File: src/rtl/fscp_pkg.sv
// Package for the framed step-command pulser.
// Holds the shared types, codes and reset constants; depends on nothing.
`default_nettype none

package fscp_pkg;

  // Field widths.
  localparam int BYTE_W  = 8;
  localparam int COUNT_W = 5;
  localparam int TICK_W  = 16;
  localparam int STAT_W  = 3;
  localparam int CIDX_W  = 8;

  // Default frame capacity in bytes.
  localparam int FRAME_MAX_DEF = 16;

  // Item kinds.
  localparam logic KIND_BYTE = 1'b0;
  localparam logic KIND_TICK = 1'b1;

  // Frame bytes and commands.
  localparam logic [BYTE_W-1:0] SYNC_BYTE = 8'h5E;
  localparam logic [BYTE_W-1:0] CMD_LEFT  = 8'h30;
  localparam logic [BYTE_W-1:0] CMD_RIGHT = 8'h31;

  // Byte positions within a frame, and the shortest frame that holds a command.
  localparam logic [COUNT_W-1:0] POS_LEN     = 5'd2;
  localparam logic [COUNT_W-1:0] POS_STEPS_H = 5'd3;
  localparam logic [COUNT_W-1:0] POS_STEPS_L = 5'd4;
  localparam logic [COUNT_W-1:0] POS_CMD     = 5'd5;
  localparam logic [COUNT_W-1:0] MIN_FRAME   = 5'd6;

  // Byte status codes.
  localparam logic [STAT_W-1:0] ST_TICK     = 3'd0;
  localparam logic [STAT_W-1:0] ST_STORED   = 3'd1;
  localparam logic [STAT_W-1:0] ST_NOISE    = 3'd2;
  localparam logic [STAT_W-1:0] ST_DROPPED  = 3'd3;
  localparam logic [STAT_W-1:0] ST_OVERFLOW = 3'd4;

  // Configuration register indexes and reset values.
  localparam logic [CIDX_W-1:0] REG_RAMP_START = 8'd0;
  localparam logic [CIDX_W-1:0] REG_RAMP_STEP  = 8'd1;
  localparam logic [TICK_W-1:0] RAMP_START_RST = 16'd20000;
  localparam logic [TICK_W-1:0] RAMP_STEP_RST  = 16'd50;

  // Ramp settings as seen by the pulse generator.
  typedef struct packed {
    logic [TICK_W-1:0] ramp_start;
    logic [TICK_W-1:0] ramp_step;
  } ramp_cfg_t;

  // Outcome of a completed frame, handed to the pulse generator.
  typedef struct packed {
    logic              done;
    logic              go;
    logic              left;
    logic [TICK_W-1:0] count;
  } frame_cmd_t;

  // Output levels of the pulse generator.
  typedef struct packed {
    logic enable;
    logic dir_left;
    logic pulse_high;
  } motion_t;

endpackage

`default_nettype wire

File: src/rtl/fscp_if.sv
// Channel interfaces of the framed step-command pulser: input, result and
// configuration write. Depends on fscp_pkg for field widths.
`default_nettype none

interface fscp_in_if;
  logic                       valid;
  logic                       ready;
  logic                       kind;
  logic [fscp_pkg::BYTE_W-1:0] rx_byte;

  modport source (output valid, output kind, output rx_byte, input ready);
  modport sink   (input valid, input kind, input rx_byte, output ready);
endinterface

interface fscp_out_if;
  logic                        valid;
  logic                        ready;
  logic                        drive_enable;
  logic                        direction;
  logic                        step_level;
  logic                        moving;
  logic                        frame_done;
  logic [fscp_pkg::STAT_W-1:0] byte_status;

  modport source (output valid, output drive_enable, output direction, output step_level,
                  output moving, output frame_done, output byte_status, input ready);
  modport sink   (input valid, input drive_enable, input direction, input step_level,
                  input moving, input frame_done, input byte_status, output ready);
endinterface

interface fscp_cfg_if;
  logic                        valid;
  logic                        ready;
  logic [fscp_pkg::CIDX_W-1:0] index;
  logic [fscp_pkg::TICK_W-1:0] data;

  modport source (output valid, output index, output data, input ready);
  modport sink   (input valid, input index, input data, output ready);
endinterface

`default_nettype wire

File: src/rtl/framed_step_command_pulser.sv
// Framed step-command pulser, top level. Each input word is a received byte
// or one timer tick, and each gives exactly one result word. An accepted word
// sits in the input register, where the frame assembler and the step
// generator process it, and its result stands in the result register
// from the next edge on; result valid rises when the result register loads, and
// one word is taken every cycle as long as the result side keeps taking
// words. The result register holds while the result side stalls, and the
// input register then fills and stalls the input side. Ramp settings are to
// be written over the configuration channel only while the block is idle,
// which the block does not enforce; a write is taken in the cycle it is offered.
// Depends on fscp_pkg, fscp_if, fscp_cfg_regs, fscp_frame_rx and fscp_step_gen.
`default_nettype none

module framed_step_command_pulser #(
  parameter int FRAME_MAX = fscp_pkg::FRAME_MAX_DEF
) (
  input wire logic  clk,
  input wire logic  rst,
  fscp_in_if.sink   item,
  fscp_out_if.source result,
  fscp_cfg_if.sink  cfg
);
  import fscp_pkg::*;

  logic                 in_full;
  logic                 in_kind;
  logic [BYTE_W-1:0]    in_byte;
  logic                 out_full;
  logic                 done_q;
  logic [STAT_W-1:0]    status_q;
  logic                 fire;
  logic                 take;
  ramp_cfg_t            ramp;
  frame_cmd_t           cmd;
  motion_t              motion;
  logic [STAT_W-1:0]    status;

  // The processing step runs when a word is held and the result slot frees.
  assign fire       = in_full && (!out_full || result.ready);
  assign item.ready = !in_full || fire;
  assign take       = item.valid && item.ready;

  // Input register.
  always_ff @(posedge clk) begin
    if (rst) begin
      in_full <= 1'b0;
    end else begin
      in_full <= take || (in_full && !fire);
    end
  end

  always_ff @(posedge clk) begin
    if (take) begin
      in_kind <= item.kind;
      in_byte <= item.rx_byte;
    end
  end

  fscp_cfg_regs u_cfg (
    .clk  (clk),
    .rst  (rst),
    .cfg  (cfg),
    .ramp (ramp)
  );

  fscp_frame_rx #(
    .FRAME_MAX (FRAME_MAX)
  ) u_frame (
    .clk           (clk),
    .rst           (rst),
    .fire          (fire),
    .kind          (in_kind),
    .rx_byte       (in_byte),
    .motion_active (motion.enable),
    .cmd           (cmd),
    .status        (status)
  );

  fscp_step_gen u_step (
    .clk    (clk),
    .rst    (rst),
    .fire   (fire),
    .kind   (in_kind),
    .cmd    (cmd),
    .ramp   (ramp),
    .motion (motion)
  );

  // Result register: status and frame flag here, levels in the step generator,
  // whose state only moves when a new result is loaded.
  always_ff @(posedge clk) begin
    if (rst) begin
      out_full <= 1'b0;
    end else begin
      out_full <= fire || (out_full && !result.ready);
    end
  end

  always_ff @(posedge clk) begin
    if (fire) begin
      done_q   <= cmd.done && (in_kind == KIND_BYTE);
      status_q <= status;
    end
  end

  assign result.valid        = out_full;
  assign result.drive_enable = motion.enable;
  assign result.direction    = motion.dir_left;
  assign result.step_level   = motion.pulse_high;
  assign result.moving       = motion.enable;
  assign result.frame_done   = done_q;
  assign result.byte_status  = status_q;

  // A step pulse is only ever high during a move.
  assert property (@(posedge clk) disable iff (rst)
    motion.pulse_high |-> motion.enable)
    else $error("step pulse high outside a move");

  // A completed frame is always reported as a stored byte.
  assert property (@(posedge clk) disable iff (rst)
    (out_full && done_q) |-> (status_q == ST_STORED))
    else $error("frame completion on a byte that was not stored");

  // A byte dropped during a move leaves the move running.
  assert property (@(posedge clk) disable iff (rst)
    (out_full && status_q == ST_DROPPED) |-> motion.enable)
    else $error("dropped byte reported with no move active");

  // A stalled result keeps the motion levels it was produced with.
  assert property (@(posedge clk) disable iff (rst)
    (out_full && !result.ready) |=> $stable(motion))
    else $error("motion state changed under a stalled result");

endmodule

`default_nettype wire

File: src/rtl/fscp_cfg_regs.sv
// Ramp configuration registers written over the configuration channel.
// Depends on fscp_pkg and fscp_if.
`default_nettype none

module fscp_cfg_regs (
  input  wire logic           clk,
  input  wire logic           rst,
  fscp_cfg_if.sink            cfg,
  output fscp_pkg::ramp_cfg_t ramp
);
  import fscp_pkg::*;

  // Writes are always taken; unknown indexes are ignored.
  assign cfg.ready = 1'b1;

  always_ff @(posedge clk) begin
    if (rst) begin
      ramp.ramp_start <= RAMP_START_RST;
      ramp.ramp_step  <= RAMP_STEP_RST;
    end else if (cfg.valid) begin
      case (cfg.index)
        REG_RAMP_START: ramp.ramp_start <= cfg.data;
        REG_RAMP_STEP:  ramp.ramp_step  <= cfg.data;
        default: ;
      endcase
    end
  end

endmodule

`default_nettype wire

File: src/rtl/fscp_frame_rx.sv
// Frame assembler: collects bytes, checks sync, length and overflow, and
// reports a completed frame's command. Depends on fscp_pkg.
`default_nettype none

module fscp_frame_rx #(
  parameter int FRAME_MAX = fscp_pkg::FRAME_MAX_DEF
) (
  input  wire logic                          clk,
  input  wire logic                          rst,
  input  wire logic                          fire,
  input  wire logic                          kind,
  input  wire logic [fscp_pkg::BYTE_W-1:0]   rx_byte,
  input  wire logic                          motion_active,
  output fscp_pkg::frame_cmd_t               cmd,
  output logic      [fscp_pkg::STAT_W-1:0]   status
);
  import fscp_pkg::*;

  localparam logic [COUNT_W-1:0] FrameMaxW = COUNT_W'(FRAME_MAX);

  logic [COUNT_W-1:0] rx_count,     rx_count_next;
  logic [BYTE_W-1:0]  frame_length, frame_length_next;
  logic [BYTE_W-1:0]  steps_high,   steps_high_next;
  logic [BYTE_W-1:0]  steps_low,    steps_low_next;
  logic [BYTE_W-1:0]  command_byte, command_byte_next;
  logic [BYTE_W-1:0]  len_w, sh_w, sl_w, cmd_w;
  logic [COUNT_W-1:0] count_inc;
  logic               done_w;

  assign count_inc = rx_count + 1'b1;

  // Fields as they stand once the current byte is stored.
  always_comb begin
    len_w = frame_length;
    sh_w  = steps_high;
    sl_w  = steps_low;
    cmd_w = command_byte;
    case (rx_count)
      POS_LEN:     len_w = rx_byte;
      POS_STEPS_H: sh_w  = rx_byte;
      POS_STEPS_L: sl_w  = rx_byte;
      POS_CMD:     cmd_w = rx_byte;
      default: ;
    endcase
  end

  // Command decode for a frame that this byte may complete.
  assign cmd.count = {sh_w, sl_w};
  assign cmd.left  = (cmd_w == CMD_LEFT);
  assign cmd.go    = ((cmd_w == CMD_LEFT) || (cmd_w == CMD_RIGHT)) && (cmd.count != '0);
  assign cmd.done  = done_w;

  // Byte classification and frame state update.
  always_comb begin
    rx_count_next     = rx_count;
    frame_length_next = frame_length;
    steps_high_next   = steps_high;
    steps_low_next    = steps_low;
    command_byte_next = command_byte;
    done_w            = 1'b0;
    status            = ST_TICK;
    if (kind == KIND_BYTE) begin
      if (motion_active) begin
        status = ST_DROPPED;
      end else if (rx_count == '0 && rx_byte != SYNC_BYTE) begin
        status = ST_NOISE;
      end else if (rx_count >= FrameMaxW) begin
        status            = ST_OVERFLOW;
        rx_count_next     = '0;
        frame_length_next = '0;
        steps_high_next   = '0;
        steps_low_next    = '0;
        command_byte_next = '0;
      end else begin
        status            = ST_STORED;
        rx_count_next     = count_inc;
        frame_length_next = len_w;
        steps_high_next   = sh_w;
        steps_low_next    = sl_w;
        command_byte_next = cmd_w;
        if (count_inc >= MIN_FRAME && {3'b000, count_inc} == len_w) begin
          done_w            = 1'b1;
          rx_count_next     = '0;
          frame_length_next = '0;
          steps_high_next   = '0;
          steps_low_next    = '0;
          command_byte_next = '0;
        end
      end
    end
  end

  always_ff @(posedge clk) begin
    if (rst) begin
      rx_count     <= '0;
      frame_length <= '0;
      steps_high   <= '0;
      steps_low    <= '0;
      command_byte <= '0;
    end else if (fire) begin
      rx_count     <= rx_count_next;
      frame_length <= frame_length_next;
      steps_high   <= steps_high_next;
      steps_low    <= steps_low_next;
      command_byte <= command_byte_next;
    end
  end

endmodule

`default_nettype wire

File: src/rtl/fscp_step_gen.sv
// Step pulse generator: counts ticks into high and low half-periods and
// counts down the pulses of a move. Depends on fscp_pkg.
`default_nettype none

module fscp_step_gen (
  input  wire logic                 clk,
  input  wire logic                 rst,
  input  wire logic                 fire,
  input  wire logic                 kind,
  input  wire fscp_pkg::frame_cmd_t cmd,
  input  wire fscp_pkg::ramp_cfg_t  ramp,
  output fscp_pkg::motion_t         motion
);
  import fscp_pkg::*;

  logic              motion_active, motion_active_next;
  logic              dir_left,      dir_left_next;
  logic              pulse_high,    pulse_high_next;
  logic [TICK_W-1:0] pulses_left,   pulses_left_next;
  logic [TICK_W-1:0] tick_count,    tick_count_next;
  logic [TICK_W-1:0] half_period,   half_period_next;
  logic [TICK_W-1:0] tick_inc, pulses_dec, ramped_hp;
  logic [TICK_W-1:0] ramp_diff;

  assign tick_inc   = tick_count + 1'b1;
  assign pulses_dec = pulses_left - 1'b1;
  assign ramp_diff  = ramp.ramp_start - ramp.ramp_step;

  // Half-period of a move: the larger of start minus step and step, at least one.
  always_comb begin
    ramped_hp = ramp.ramp_step;
    if (ramp.ramp_start > ramp.ramp_step && ramp_diff > ramp.ramp_step) begin
      ramped_hp = ramp_diff;
    end
    if (ramped_hp == '0) begin
      ramped_hp = TICK_W'(1);
    end
  end

  // Tick counting, pulse toggling, and moves started or stopped by a frame.
  always_comb begin
    motion_active_next = motion_active;
    dir_left_next      = dir_left;
    pulse_high_next    = pulse_high;
    pulses_left_next   = pulses_left;
    tick_count_next    = tick_count;
    half_period_next   = half_period;
    if (kind == KIND_TICK) begin
      if (motion_active) begin
        tick_count_next = tick_inc;
        if (tick_inc >= half_period) begin
          tick_count_next = '0;
          if (pulse_high) begin
            pulse_high_next = 1'b0;
          end else if (pulses_dec == '0) begin
            motion_active_next = 1'b0;
            pulses_left_next   = '0;
            half_period_next   = ramp.ramp_start;
          end else begin
            pulses_left_next = pulses_dec;
            pulse_high_next  = 1'b1;
          end
        end
      end
    end else if (cmd.done) begin
      tick_count_next = '0;
      if (cmd.go) begin
        motion_active_next = 1'b1;
        dir_left_next      = cmd.left;
        pulse_high_next    = 1'b1;
        pulses_left_next   = cmd.count;
        half_period_next   = ramped_hp;
      end else begin
        motion_active_next = 1'b0;
        pulse_high_next    = 1'b0;
        pulses_left_next   = '0;
        half_period_next   = ramp.ramp_start;
      end
    end
  end

  always_ff @(posedge clk) begin
    if (rst) begin
      motion_active <= 1'b0;
      dir_left      <= 1'b0;
      pulse_high    <= 1'b0;
      pulses_left   <= '0;
      tick_count    <= '0;
      half_period   <= RAMP_START_RST;
    end else if (fire) begin
      motion_active <= motion_active_next;
      dir_left      <= dir_left_next;
      pulse_high    <= pulse_high_next;
      pulses_left   <= pulses_left_next;
      tick_count    <= tick_count_next;
      half_period   <= half_period_next;
    end
  end

  assign motion.enable     = motion_active;
  assign motion.dir_left   = dir_left;
  assign motion.pulse_high = pulse_high;

endmodule

`default_nettype wire
File: src/flat_wrapper.sv
// flat-port wrapper written by rule: the top's interface ports become plain ports
module framed_step_command_pulser_flat import fscp_pkg::*;
#(
  parameter int FRAME_MAX = fscp_pkg::FRAME_MAX_DEF
)
  (clk, rst, item_valid, item_kind, item_rx_byte, item_ready, result_valid, result_drive_enable, result_direction, result_step_level, result_moving, result_frame_done, result_byte_status, result_ready, cfg_valid, cfg_index, cfg_data, cfg_ready);
  fscp_in_if item_i ();
  fscp_out_if result_i ();
  fscp_cfg_if cfg_i ();
  input wire logic clk;
  input wire logic rst;
  input wire logic [$bits(item_i.valid)-1:0] item_valid;
  input wire logic [$bits(item_i.kind)-1:0] item_kind;
  input wire logic [$bits(item_i.rx_byte)-1:0] item_rx_byte;
  output wire logic [$bits(item_i.ready)-1:0] item_ready;
  output wire logic [$bits(result_i.valid)-1:0] result_valid;
  output wire logic [$bits(result_i.drive_enable)-1:0] result_drive_enable;
  output wire logic [$bits(result_i.direction)-1:0] result_direction;
  output wire logic [$bits(result_i.step_level)-1:0] result_step_level;
  output wire logic [$bits(result_i.moving)-1:0] result_moving;
  output wire logic [$bits(result_i.frame_done)-1:0] result_frame_done;
  output wire logic [$bits(result_i.byte_status)-1:0] result_byte_status;
  input wire logic [$bits(result_i.ready)-1:0] result_ready;
  input wire logic [$bits(cfg_i.valid)-1:0] cfg_valid;
  input wire logic [$bits(cfg_i.index)-1:0] cfg_index;
  input wire logic [$bits(cfg_i.data)-1:0] cfg_data;
  output wire logic [$bits(cfg_i.ready)-1:0] cfg_ready;
  assign item_i.valid = item_valid;
  assign item_i.kind = item_kind;
  assign item_i.rx_byte = item_rx_byte;
  assign item_ready = item_i.ready;
  assign result_valid = result_i.valid;
  assign result_drive_enable = result_i.drive_enable;
  assign result_direction = result_i.direction;
  assign result_step_level = result_i.step_level;
  assign result_moving = result_i.moving;
  assign result_frame_done = result_i.frame_done;
  assign result_byte_status = result_i.byte_status;
  assign result_i.ready = result_ready;
  assign cfg_i.valid = cfg_valid;
  assign cfg_i.index = cfg_index;
  assign cfg_i.data = cfg_data;
  assign cfg_ready = cfg_i.ready;
  framed_step_command_pulser #(.FRAME_MAX(FRAME_MAX)) u_core (.clk(clk), .rst(rst), .item(item_i), .result(result_i), .cfg(cfg_i));
endmodule
File: config.mk
export PLATFORM = sky130hd
export DESIGN_NAME = framed_step_command_pulser_flat
export DESIGN_NICKNAME = d
export VERILOG_FILES = /design/src/rtl/fscp_pkg.sv /design/src/rtl/fscp_if.sv /design/src/rtl/framed_step_command_pulser.sv /design/src/rtl/fscp_cfg_regs.sv /design/src/rtl/fscp_frame_rx.sv /design/src/rtl/fscp_step_gen.sv /design/src/flat_wrapper.sv
export SDC_FILE = /design/constraint.sdc
export NUM_CORES = 1
export LEC_CHECK = 0
export BUFFER_PORTS_ARGS = -buffer_cell sky130_fd_sc_hd__buf_2
export CAP_MARGIN = 10
export CORE_ASPECT_RATIO = 2
export CORE_MARGIN = 5
export CORE_UTILIZATION = 30
export CTS_CLUSTER_DIAMETER = 60
export DETAILED_ROUTE_END_ITERATION = 6
export GPL_ROUTABILITY_DRIVEN = 0
export PLACE_DENSITY = 0.44
export SYNTH_ARGS = -nofsm -noshare
export SYNTH_HDL_FRONTEND = slang
export SYNTH_SLANG_ARGS = --single-unit
File: constraint.sdc
create_clock -name clk -period 4.5 [get_ports clk]
set_input_delay 0.225 -clock clk [delete_from_list [all_inputs] [get_ports clk]]
set_output_delay 0.225 -clock clk [all_outputs]
set_load 0.005 [all_outputs]
# --- Yosys cells after proc, flatten, opt, wreduce, memory -nomap -nowiden ---
# Index checks and enable logic that the tools add are counted.
totals:
  output_inout_bits: 11
  word_cells: 132
  register_bits: 135
op_classes:
  n_lt_le_gt_ge: 5
  n_reduce_logical: 34
  n_eq_ne: 13
  bitwise_logic: 3
  n_addsub: 4
  mux: 53
op_table:
  columns: ["operator", "count"]
  rows:
  - ["16-bit two-way mux", 20]
  - ["8-bit two-way mux", 12]
  - ["16-bit > comparator", 2]
  - ["16-bit logical NOT", 2]
  - ["16-bit by 1-bit adder with 16-bit output, second input constant", 1]
  - ["8-bit by 6-bit equality test with 1-bit output, second input constant", 2]
  - ["16-bit >= comparator", 1]
  - ["1-bit two-way mux", 16]
  - ["16-bit nonzero test", 1]
  - ["16-bit by 1-bit subtractor with 16-bit output, second input constant", 1]
  - ["16-bit subtractor", 1]
  - ["4-bit AND reduction", 3]
  - ["5-bit by 2-bit equality test with 1-bit output, second input constant", 2]
  - ["5-bit by 3-bit equality test with 1-bit output, second input constant", 2]
  - ["5-bit two-way mux", 2]
  - ["1-bit logical AND", 9]
  - ["5-bit by 8-bit equality test with 1-bit output", 1]
  - ["8-bit by 1-bit equality test with 1-bit output, second input constant", 1]
  - ["8-bit logical NOT", 1]
  - ["2-bit inequality test, second input constant", 4]
  - ["8-bit by 7-bit inequality test with 1-bit output, second input constant", 1]
  - ["2-bit AND reduction", 3]
  - ["6-bit AND reduction", 1]
  - ["5-bit by 1-bit adder with 5-bit output, second input constant", 1]
  - ["12 further kinds", 22]

# --- Longest topological paths before layout ---
# Gate-level depths: netlist (run 1).
depth:
  word_depth: 11
  ltp_mapped: 21

# --- Hierarchy ---
# Synthesis (run 1) repeated with hierarchy kept, for this count alone.
unflattened:
  hier_cells: 1041
  area_unflattened_um2: 8798.4
modules_own_cells:
  columns: ["module", "area_each_um2", "instances", "seq_area_each_um2", "cells_per_inst"]
  rows:
  - ["fscp_step_gen", 4760.8, 1, 1021.0, 651]
  - ["fscp_frame_rx", 2117.0, 1, 740.7, 227]
  - ["fscp_cfg_regs", 1412.6, 1, 640.6, 138]
  - ["framed_step_command_pulser", 508.0, 1, 430.4, 25]

# --- Least setup slack after synthesis (run 1) ---
# OpenSTA, ideal clock, no wires.
synth_path:
  path_type: "register to register"
  from: "reg u_core.u_cfg.ramp[16] (netlist name)"
  to: "reg u_core.u_step.half_period[15]"
  path_slack_ps: 135
  required_ps: 4433
  setup_ps: 67
  stages_incl_launch_ff: 20
  arrival_ps: 4297
  cell_sequence: "dfxtp_1 inv_1 ha_1 fa_1 nand2b_1 a211oi_1 o211a_1 nor4_1 nor3_1 xnor2_1 inv_1 ha_1 nand4_1 nor4_1 nor3_1 o211ai_1 clkbuf_1 mux2_2 a211o_1 a21oi_2"
synth_via:
  elab_chain_cells: 9
  word_cells_on_any_way: 10
  classes_between: "1 x add/sub; 2 x order compare; 5 x mux; 2 x reduce/logical"
synth_rtl:
  columns: ["element", "line_no", "text"]
  rows:
  - ["16-bit subtractor", "fscp_step_gen.sv:27", "assign ramp_diff = ramp.ramp_start - ramp.ramp_step;"]
  - ["16-bit > comparator", "fscp_step_gen.sv:32", "if (ramp.ramp_start > ramp.ramp_step && ramp_diff > ramp.ramp_step) begin"]
  - ["1-bit logical AND", "fscp_step_gen.sv:32", null]
  - ["16-bit two-way mux (*)", "fscp_step_gen.sv:32", null]
  - ["16-bit logical NOT", "fscp_step_gen.sv:35", "if (ramped_hp == '0) begin"]
  - ["16-bit two-way mux (*)", "fscp_step_gen.sv:35", null]
  - ["16-bit two-way mux (*)", "fscp_step_gen.sv:67", "if (cmd.go) begin"]
  - ["16-bit two-way mux (*)", "fscp_step_gen.sv:65", "end else if (cmd.done) begin"]
  - ["16-bit two-way mux (*)", "fscp_step_gen.sv:48", "if (kind == KIND_TICK) begin"]
  - ["to (signal assigned)", "fscp_step_gen.sv:96", "half_period <= half_period_next;"]
  - ["to (decl)", "fscp_step_gen.sv:21", "logic [TICK_W-1:0] half_period, half_period_next;"]
# Mark *: on every way between the ends. The rest lies on a longest branch, timed or not. The select of a mux whose other input is x is not followed.
# A chain may end at the register's enable or synchronous reset.

# --- Worst setup path in the final report (run 1) ---
layout_path:
  from: "reg u_core.u_cfg.ramp[16] (netlist name)"
  to: "reg u_core.u_step.half_period[12]"
layout_via:
  elab_chain_cells: 9
  word_cells_on_any_way: 10
  classes_between: "1 x add/sub; 2 x order compare; 5 x mux; 2 x reduce/logical"
layout_rtl:
  columns: ["element", "line_no"]
  rows:
  - ["16-bit subtractor", "fscp_step_gen.sv:27"]
  - ["16-bit > comparator", "fscp_step_gen.sv:32"]
  - ["1-bit logical AND", "fscp_step_gen.sv:32"]
  - ["16-bit two-way mux (*)", "fscp_step_gen.sv:32"]
  - ["16-bit logical NOT", "fscp_step_gen.sv:35"]
  - ["16-bit two-way mux (*)", "fscp_step_gen.sv:35"]
  - ["16-bit two-way mux (*)", "fscp_step_gen.sv:67"]
  - ["16-bit two-way mux (*)", "fscp_step_gen.sv:65"]
  - ["16-bit two-way mux (*)", "fscp_step_gen.sv:48"]
# Marks and branches as above.

==> results of run 1 <==
[per-stage QoR]
stage | setup TNS (ps) | worst slack [ps] | instances
after floorplan | 0 | 135.4 | 1079
final | 0 | 234.3 | 1538
after CTS | 0 | 34.53 | 1536
after detailed placement | -133.9 | -133.9 | 1490
after global placement | -139.3 | -139.3 | 1490
after global routing | -21.59 | -17.99 | 1538
[layout make-up]
cell class              count  area [um^2]
well taps                 360        450.4
repair buffers            129        917.1
multi-input cells         800         5375
clock buffers              25        495.5
fillers                  2972        18240
clock inverters             7        117.6
flip-flops and latches    135         2833
inverters                  82        307.8
[worst paths after layout]
check | to | slack, ps | cells after the start
setup / recovery | u_core.u_step.half_period[12] | 230 | 21
hold / removal | u_core.u_cfg.ramp[25] | 20 | 2
setup reg to reg | u_core.u_step.half_period[12] | 230 | 21
hold reg to reg | u_core.u_step.half_period[7] | 450 | 2
[power breakdown]
| group | internal [mW] | switching, mW |
|---|---|---|
| combinational | 0.0474 | 0.0706 |
| sequential | 1.22 | 0.0140 |
| clock | 0.931 | 0.548 |
| total | 2.20 | 0.633 |
[Yosys cell counts, types with 6 or more instances]
library cell  count  area (um^2)
o21ai_0          42        210.2
buf_2             7        35.03
nand4_1          13        81.33
and2_1           10        62.56
a211oi_1         15        112.6
or3_1             7        43.79
and3_1            6        37.54
mux2i_1          44        440.4
inv_1            82        307.8
nand3b_1         15        112.6
nand2_1          81        304.0
a211o_1          24        210.2
nor2b_1          12        75.07
clkbuf_1         48        180.2
xor2_1           17        148.9
o32ai_1          33        289.0
xnor2_1          18        157.7
nor2_1          126        473.0
edfxtp_1         13        390.4
nor3_1           29        145.1
o211ai_1          8        60.06
nor4_1           14        87.58
ha_1             55        688.2
nand3_1          28        140.1
nand2b_1         19        118.9
a21oi_1          85        425.4
or4_1             6        45.04
a21o_1            6        45.04
dfxtp_1         122         2442
[metal layers]
| layer | vias up | share of wire (%) |
|---|---|---|
| li1 | 4071 | - |
| met1 | 3946 | 33 |
| met2 | 162 | 58 |
| met3 | 87 | 2.1 |
| met4 | 0 | 6.7 |
| met5 | - | 0 |
[kinds of logic (layout without fill, tap and decap cells)]
family / count (synthesis) / in the layout / synth area share (%)
AO/OA/AOI/OAI: 275 / 275 / 21.54
buffers and inverters: 144 / 243 / 6.701
multiplexers: 48 / 48 / 5.579
flip-flops: 135 / 135 / 32.56
XOR/XNOR: 35 / 35 / 3.523
AND/OR/NAND/NOR: 385 / 385 / 21.92
other: 1 / 1 / 0.04310
adder cells (fa/ha/maj): 56 / 56 / 8.139
[critical path: stages, from the launching register on]
cell and delay, ps:
dfxtp_1 320, inv_1 60, ha_2 190, fa_2 400, nand2b_4 160, a211oi_2 180
buf_4 150, o211a_4 190, nor4_1 60, nor3_1 250, xnor2_1 170, inv_1 100
ha_4 280, nand4_1 130, or3_1 390, o221ai_1 140, o211ai_1 150, buf_4 170
buf_4 140, mux2i_1 120, a211o_1 310, a21oi_2 110
[state kept, by name (all words and copies together), names as in the netlist, 3 cells and up]
register / flops
u_core.in_byte: 8
u_core.result.byte_status: 3
u_core.u_cfg.ramp: 32
u_core.u_frame.command_byte: 8
u_core.u_frame.frame_length: 8
u_core.u_frame.rx_count: 5
u_core.u_frame.steps_high: 8
u_core.u_frame.steps_low: 8
u_core.u_step.half_period: 16
u_core.u_step.pulses_left: 16
u_core.u_step.tick_count: 16
[what timing repair did]
action / CTS / global route
hold endpoints to repair: 14 / 0
pin swaps: 0 / 5
cloned: 0 / 0
buffers inserted: 0 / 1
hold buffers: 14 / 0
endpoints found under the setup margin: 1 / 24
resized for setup: 1 / 15
==> run metrics, run 1 <==
first-pass GRT wire length 45,920 um; met3 usage in global routing around 3.0%; Worst Tran Pin Value 756.4 ps; I/O Pins around 50; initial antenna violation count 0; Main synth FF type dfxtp_1; async set-reset flop share out of synthesis 0%; achievable frequency ~230 MHz; commonest non-fill, non-tap cell in the layout nor2_1; grt met1 use 16.06%; Slew Limit Fails 0; sequential share of the synthesized area between 30% and 40%; commonest non-fill, non-tap cells in the layout nor2_1 (124), dfxtp_1 (122), a21oi_1 (83), inv_1 (82), nand2_1 (81); syn_nets between 1,000 and 1,500; mapped cell area 8701 um^2; Area growth syn-to-layout 20.64%; pwr dens about 270 nW/um^2; Syn Inst Count ~1,100; via count between 8,000 and 9,000; DR vias/cell between 5 and 6; largest net degree at the start of global routing 60; clock root cell clkbuf_16; Avg Inst Size Synth approximately 8.1 um^2; synth unique cells 73; chip height ~250 um; relative slew slack about half; crit path kind register to register; Worst R2R Start u_core.u_cfg.ramp[16]; crit path DAT approximately 4600 ps; Post-route DRC 0; Hold Crit Class input port to register; Hold Vio Cnt, Final 0; final core occ a little over a third; final net count 1,259; total chip power about 2.8 mW; placed instance area 9654 um^2; Clock Latency Late Sink between 400 and 500 ps; DRT Pass-1 Iters 5; register bit total from synthesis roughly 140; WL/cell approximately 20 um; Worst Path Required about 4900 ps; hold path start cfg_data[9]; Crit. End Element register; worst vdd ir 0.2719 mV; GR Layer Usage met2 roughly 37%; H-tree depth 4; # rows 88; number of routed nets with antenna violations 0; Min Hold Slack about 23 ps; dpl hpwl 23,430 um; layer with the highest usage met2; CTS tree done; final setup violation count 0; Diodes inserted 0; Starting Density a little under a third; Die Span X about 130 um; Final Cell Area 10,500 um^2; grt total ovfl 0; crit-path max FO 4; iteration-0 DRC count of the detailed router roughly 360; crit path launch type register; GRT Total Usage a little under a fifth; vias in the first global route approximately 8,400; outcome finished, final reports clean; clk sink count ~140; clock skew around 16 ps; LEAKAGE 4.032 nW; CP startpoint u_core.u_cfg.ramp[16]; max-cap violation count 0; period utilisation layout 94.79%; number of synthesis warnings 0; EDFF count, synth 13; die area roughly 33,000 um^2; clk buf depth 2; Routed Wire Length between 30,000 and 40,000 um; core box area 28,740 um^2; total CTS buffers 17; ratio of cells with drive above 1 in the final layout around 15%; CTS clk-pin slew, worst paths roughly 60 ps; Tmin final 4266 ps; I/O Buffers 47
(Power assumes the default switching activity.)
==> run 2, diff against run 1 <==
GPL_TIMING_DRIVEN = 0   (was default)
==> run 2 against run 1 <==
  * First-iteration DRC count is 46% higher
  * Sequential power hardly changed
  * Combinational power is 15% higher
  * Clock skew is 7.2 ps lower
  * Non-clock buffer count is 13 higher
  * Largest cell class unchanged
==> run metrics, run 2 (same netlist as run 1, synthesis figures left out) <==
Worst Tran Pin Value 1037 ps (+280.5 ps); # rows 88 (unchanged); commonest non-fill, non-tap cells in the layout nor2_1 (124), dfxtp_1 (111), inv_1 (81), nand2_1 (81), a21oi_1 (80); pwr dens 273.9 nW/um^2 (+1.4%); worst vdd ir 0.2656 mV (-2.3%); Area growth syn-to-layout 22.65%; FF-to-FF setup slack 130 ps (-110 ps); CTS clk-pin slew, worst paths 70 ps (about the same); Largest Register u_core.u_cfg.ramp; DR vias/cell 5.417 (+0.78%); max incr delay on CP 430 ps (+30 ps); initial antenna violation count 0 (unchanged); most numerous cell on the critical path ha_4; iteration-0 DRC count of the detailed router 518 (+46%); hold path start cfg_data[8]; reg-to-reg endpoint u_core.u_step.half_period[15]; Routed Wire Length 33,090 um (+9.7%); crit path DAT 4750 ps (+120 ps); final net count 1,272 (+1.0%); grt total ovfl 0 (unchanged); dpl hpwl 25,810 um (+10%); outcome finished, final reports clean; max reg flops 32 (unchanged); Die Span X 130.4 um (unchanged); placed instance area 9389 um^2 (-2.7%); ratio of cells with drive above 1 in the final layout 16.12% (+1.1 points); max-cap violation count 0 (unchanged); crit-path cells inv_2 -> ha_4 -> fa_2 -> nand2b_4 -> a211oi_4 -> o211a_4 -> nor4_4 -> nor3_2 -> xnor2_1 -> inv_1 -> ha_4 -> nand4_1 -> or3_1 -> o221ai_2 -> o211ai_1 -> buf_4 -> clkbuf_8 -> mux2_2 -> a211o_1 -> a21oi_2; crit path kind register to register; DP Cell Count 1,485 (-0.34%); clk buf depth 2 (unchanged); final core occ 37.13% (+0.61 points); Hold Crit Class input port to register; Worst Path Required 4880 ps (+20 ps); Post-route DRC 0 (unchanged); Crit. End Element register; LEAKAGE 3.982 nW (-1.3%); stages on the worst setup path 20 (-4.8%); vias in the first global route 8,533 (+1.2%); WP buf/inv 4 (-1); number of routed nets with antenna violations 0 (unchanged); Tmin final 4372 ps (+106.8 ps); met2 WL 19,300 um (+11%); Hold Path Stages 3 (+1); achievable frequency 228.7 MHz (-2.4%); clock root cell clkbuf_16; WL/cell 21.33 um (+8.8%); Min Hold Slack 27.61 ps (+4.827 ps); clock skew 8.341 ps (-7.170 ps); Min-Delay Endpoint u_core.u_cfg.ramp[8]; RSZ-0062 raised after global routing yes; Starting Density 30.28% (unchanged); I/O Buffers 46 (-2.1%); largest net degree at the start of global routing 17 (-72%); met1 WL 10,840 um (+7.3%); I/O Pins 49 (unchanged); Finished Layout Cells 1,551 (+0.85%); Slew Limit Fails 0 (unchanged); R2R depth 20 (-4.8%); first-pass GRT wire length 49,700 um (+8.2%); setup TNS 0 ps (unchanged); met3 wire length 747 um (+20%); relative slew slack 30.12% (-19 points); Diodes inserted 0 (unchanged); period utilisation layout 97.17% (+2.4 points); Clock Latency Late Sink 440 ps (about the same); clk sink count 135 (unchanged); H-tree depth 4 (unchanged); DRT Pass-1 Iters 5 (unchanged); commonest non-fill, non-tap cell in the layout nor2_1; crit-path max FO 5 (+1); core box area 28,740 um^2 (unchanged); total CTS buffers 17 (unchanged); GRT Total Usage 20.33% (+1.9 points); CP delay by family, top compound AO/OA/AOI/OAI gates; Worst R2R Start u_core.u_cfg.ramp[16]; chip height 250.8 um (unchanged); crit path launch type register; final setup violation count 0 (unchanged); CTS tree done; CP max stage cell or3_1; via count 8,401 (+1.6%); Final Cell Area 10,670 um^2 (+1.7%); die area 32,710 um^2 (unchanged); max layer used met4; Hold Vio Cnt, Final 0 (unchanged)
-- run 2: cell types whose count changed in the layout (fill, tap and decap cells not counted), sizes merged --
cell / delta
buf: -33
bufinv: +1
clkbuf: +38
clkinvlp: +4
dlygate4sd3: +1
inv: +2
-- run 2: repair_timing --
item / in CTS / in global routing
hold buffers: 15 / 0
cloned: 2 / 0
hold endpoints to repair: 15 / 0
pin swaps: 18 / 18
gates resized for setup: 44 / 34
setup endpoints to repair: 42 / 53
setup buffers: 15 / 6
-- run 2: power by group --
part	leakage (nW)	internal, mW	switching, mW
combinational	2.57	0.0513	0.0849
clock	0.299	0.946	0.606
sequential	1.11	1.22	0.0133
-- run 2: worst max-delay path by stage --
stage	slack, ps	end	startpoint
3_5_place_dp	-940	u_core.u_step.half_period[15]	u_core.u_cfg.ramp[16]
2_1_floorplan	140	u_core.u_step.half_period[15]	u_core.u_cfg.ramp[16]
6_report	130	u_core.u_step.half_period[15]	u_core.u_cfg.ramp[16]
5_1_grt	-50	u_core.u_step.half_period[7]	u_core.u_cfg.ramp[3]
4_1_cts	9	u_core.u_step.half_period[8]	u_core.u_frame.rx_count[0]
3_3_place_gp	-920	u_core.u_step.half_period[15]	u_core.u_cfg.ramp[16]
-- run 2: final cells by class --
cell class	instances	area [um^2]
inverters	82	307.8
multi-input cells	800	5579
clock inverters	14	198.9
flip-flops and latches	135	2851
clock buffers	18	439.2
plain buffers	58	284.0
repair buffers	84	560.5
well taps	360	450.4
fillers	3021	18070
-- run 2: metrics by stage --
step                      worst slack, ps  power [mW]
after floorplan                     135.4       1.316
after global placement             -921.1       1.380
after detailed placement           -942.4       1.381
after CTS                           8.945       2.950
after global routing               -48.54       3.010
final                               127.5       2.923
-- run 2: layer usage --
layer / GRT usage (%) / up-vias
met5: 0 / -
met4: 12.56 / 0
met3: 3.168 / 86
met2: 40.79 / 167
met1: 17.86 / 4059
li1: - / 4089
-- run 2: tightest hold or removal path: stages --
cell and delay (ps):
buf_2 90, mux2i_1 60, nor2_1 70
==> run 3, diff against run 2 <==
PLACE_DENSITY = 0.42   (was 0.44)
SETUP_SLACK_MARGIN = 0.15   (was default)
clock period = 5.05 ns   (was 4.5 ns; I/O delays follow)
==> run 3 against run 2 <==
  * Hold slack about the same
  * Die area did not move
  * Clock skew down 1.8 ps
  * Sequential cell count did not move
  * Highest routed layer unchanged
==> run metrics, run 3 (same netlist as run 1, synthesis figures left out) <==
area occupied by multi-input gates 5355 um^2 (-4.0%); Slew Limit Fails 0 (unchanged); achievable frequency 210.0 MHz (-8.2%); vias in the first global route 8,482 (-0.60%); crit-path max FO 8 (+3); Hold Crit Class input port to register; Worst Tran Pin Value 1052 ps (+15.63 ps); # rows 88 (unchanged); final setup violation count 0 (unchanged); clock root cell clkbuf_16; chip height 250.8 um (unchanged); final net count 1,254 (-1.4%); die area 32,710 um^2 (unchanged); Int Pwr 2.049 mW (-7.6%); initial antenna violation count 0 (unchanged); Area growth syn-to-layout 18.15%; Clock Latency Late Sink 450 ps (about the same); Min Hold Slack 27.52 ps (-0.09400 ps); CP max stage cell fa_2; placed instance area 9397 um^2 (about the same); relative slew slack 29.83% (-0.29 points); Worst Path Required 5430 ps (+550 ps); period utilisation layout 94.30% (-2.9 points); total CTS buffers 17 (unchanged); Final Cell Area 10,280 um^2 (-3.7%); iteration-0 DRC count of the detailed router 327 (-37%); sequential share of power 41.6% (-0.6 points); dpl hpwl 25,980 um (+0.65%); via count 8,239 (-1.9%); max-cap violation count 0 (unchanged); Finished Layout Cells 1,533 (-1.2%); max reg flops 32 (unchanged); WL/cell 21.37 um (+0.17%); first-pass GRT wire length 49,360 um (-0.68%); Sw Ratio 22.61% (-1.5 points); max incr delay on CP 410 ps (-20 ps); clk buf depth 2 (unchanged); outcome finished, final reports clean; filler instances 3,094 (+2.4%); Crit. End Element register; ratio of cells with drive above 1 in the final layout 10.91% (-5.2 points); Hold Vio Cnt, Final 0 (unchanged); CTS tree done; CTS clk-pin slew, worst paths 60 ps (about the same); Post-route DRC 0 (unchanged); pwr dens 257.5 nW/um^2 (-6.0%); crit path DAT 5140 ps (+390 ps); worst vdd ir 0.2324 mV (-12%); largest net degree at the start of global routing 17 (unchanged); LEAKAGE 3.858 nW (-3.1%); I/O Pins 49 (unchanged); total chip power 2.647 mW (-9.4%); number of routed nets with antenna violations 0 (unchanged); Routed Wire Length 32,760 um (-1.0%); H-tree depth 4 (unchanged); DR vias/cell 5.374 (-0.78%); core box area 28,740 um^2 (unchanged); Starting Density 30.28% (unchanged); DP Cell Count 1,486 (+0.067%); clk sink count 135 (unchanged); Switch Pwr 598.5 uW (-15%); Clk pwr share 54.1% (+1.0 points); clock skew 6.544 ps (-1.796 ps); crit path launch type register; DRT Pass-1 Iters 5 (unchanged); Logic pwr share 4.3% (-0.4 points); GRT Total Usage 20.21% (-0.12 points); Largest Register u_core.u_cfg.ramp; commonest non-fill, non-tap cell in the layout nor2_1; Diodes inserted 0 (unchanged); crit-path cells inv_1 -> ha_1 -> fa_2 -> nand2b_2 -> a211oi_4 -> o211a_1 -> nor4_1 -> nor3_1 -> xnor2_1 -> inv_1 -> ha_1 -> nand4_1 -> or3_1 -> o221ai_2 -> o211ai_1 -> clkbuf_8 -> mux2_2 -> a211o_1 -> a21oi_2; grt total ovfl 0 (unchanged); Seq. cell area 2834 um^2 (-0.61%); Die Span X 130.4 um (unchanged); Tmin final 4762 ps (+389.9 ps); I/O Buffers 46 (unchanged); commonest non-fill, non-tap cells in the layout nor2_1 (126), dfxtp_1 (121), a21oi_1 (83), inv_1 (82), nand2_1 (81); RSZ-0062 raised after global routing yes; crit path kind register to register
[run 3: worst max-delay path: cells and delay by family, from the launching register on]
family,cells,cell delay [ps]
xor+xnor,1,190
compound gates,6,1380
buf+inv,3,350
fa+ha+maj,3,970
mux,1,280
flops,1,370
simple gates,5,1150
[run 3: per-layer routing]
metal / up-vias / part of all wire (%) / GRT usage (%)
met1: 3927 / 33 / 17.53
met5: - / 0 / 0
met4: 0 / 6.4 / 12.03
li1: 4054 / - / -
met3: 84 / 2.3 / 3.062
met2: 174 / 59 / 41.08
[run 3: repair_timing]
action / 4_1_cts / 5_1_grt
hold buffers: 9 / 0
endpoints found under the setup margin: 32 / 19
pin swaps: 5 / 6
setup buffers: 3 / 3
endpoints found under the hold margin: 9 / 0
gates resized for setup: 11 / 12
[run 3: layout make-up]
cell class / count / share of cell area (%)
Buffer: 62 / 2.799
Clock buffer: 18 / 4.175
Clock inverter: 14 / 2.240
Inverter: 82 / 2.994
Multi-Input combinational cell: 800 / 52.09
Sequential cell: 135 / 27.57
Tap cell: 360 / 4.382
Timing Repair Buffer: 62 / 3.749
[run 3: final timing paths]
| check | from | to | slack [ps] | cells past startpoint |
|---|---|---|---|---|
| worst max-delay path | u_core.u_cfg.ramp[16] | u_core.u_step.half_period[15] | 290 | 19 |
| worst min-delay path | item_valid | u_core.in_full | 30 | 3 |
| worst max register to register | u_core.u_cfg.ramp[16] | u_core.u_step.half_period[15] | 290 | 19 |
| worst min register to register | u_core.u_step.half_period[3] | u_core.u_step.half_period[3] | 450 | 2 |
[run 3: power groups by stage]
stage	Sequential [mW]	Clock [mW]	Combinational, mW
after global routing	1.10	1.50	0.124
after global placement	1.12	0	0.107
after detailed placement	1.12	0	0.108
after CTS	1.10	1.46	0.115
after floorplan	1.12	0	0.0545
final	1.10	1.43	0.114
[run 3: metrics by stage]
stage / setup slack, ps / TNS, ps / util, %
floorplan: 685.4 / 0 / -
global placement: -535.7 / -7052 / 32.65
detailed placement: -568.9 / -7555 / 32.70
CTS: 139.7 / 0 / 35.51
global route: 86.45 / 0 / 35.77
finish: 287.6 / 0 / 35.77
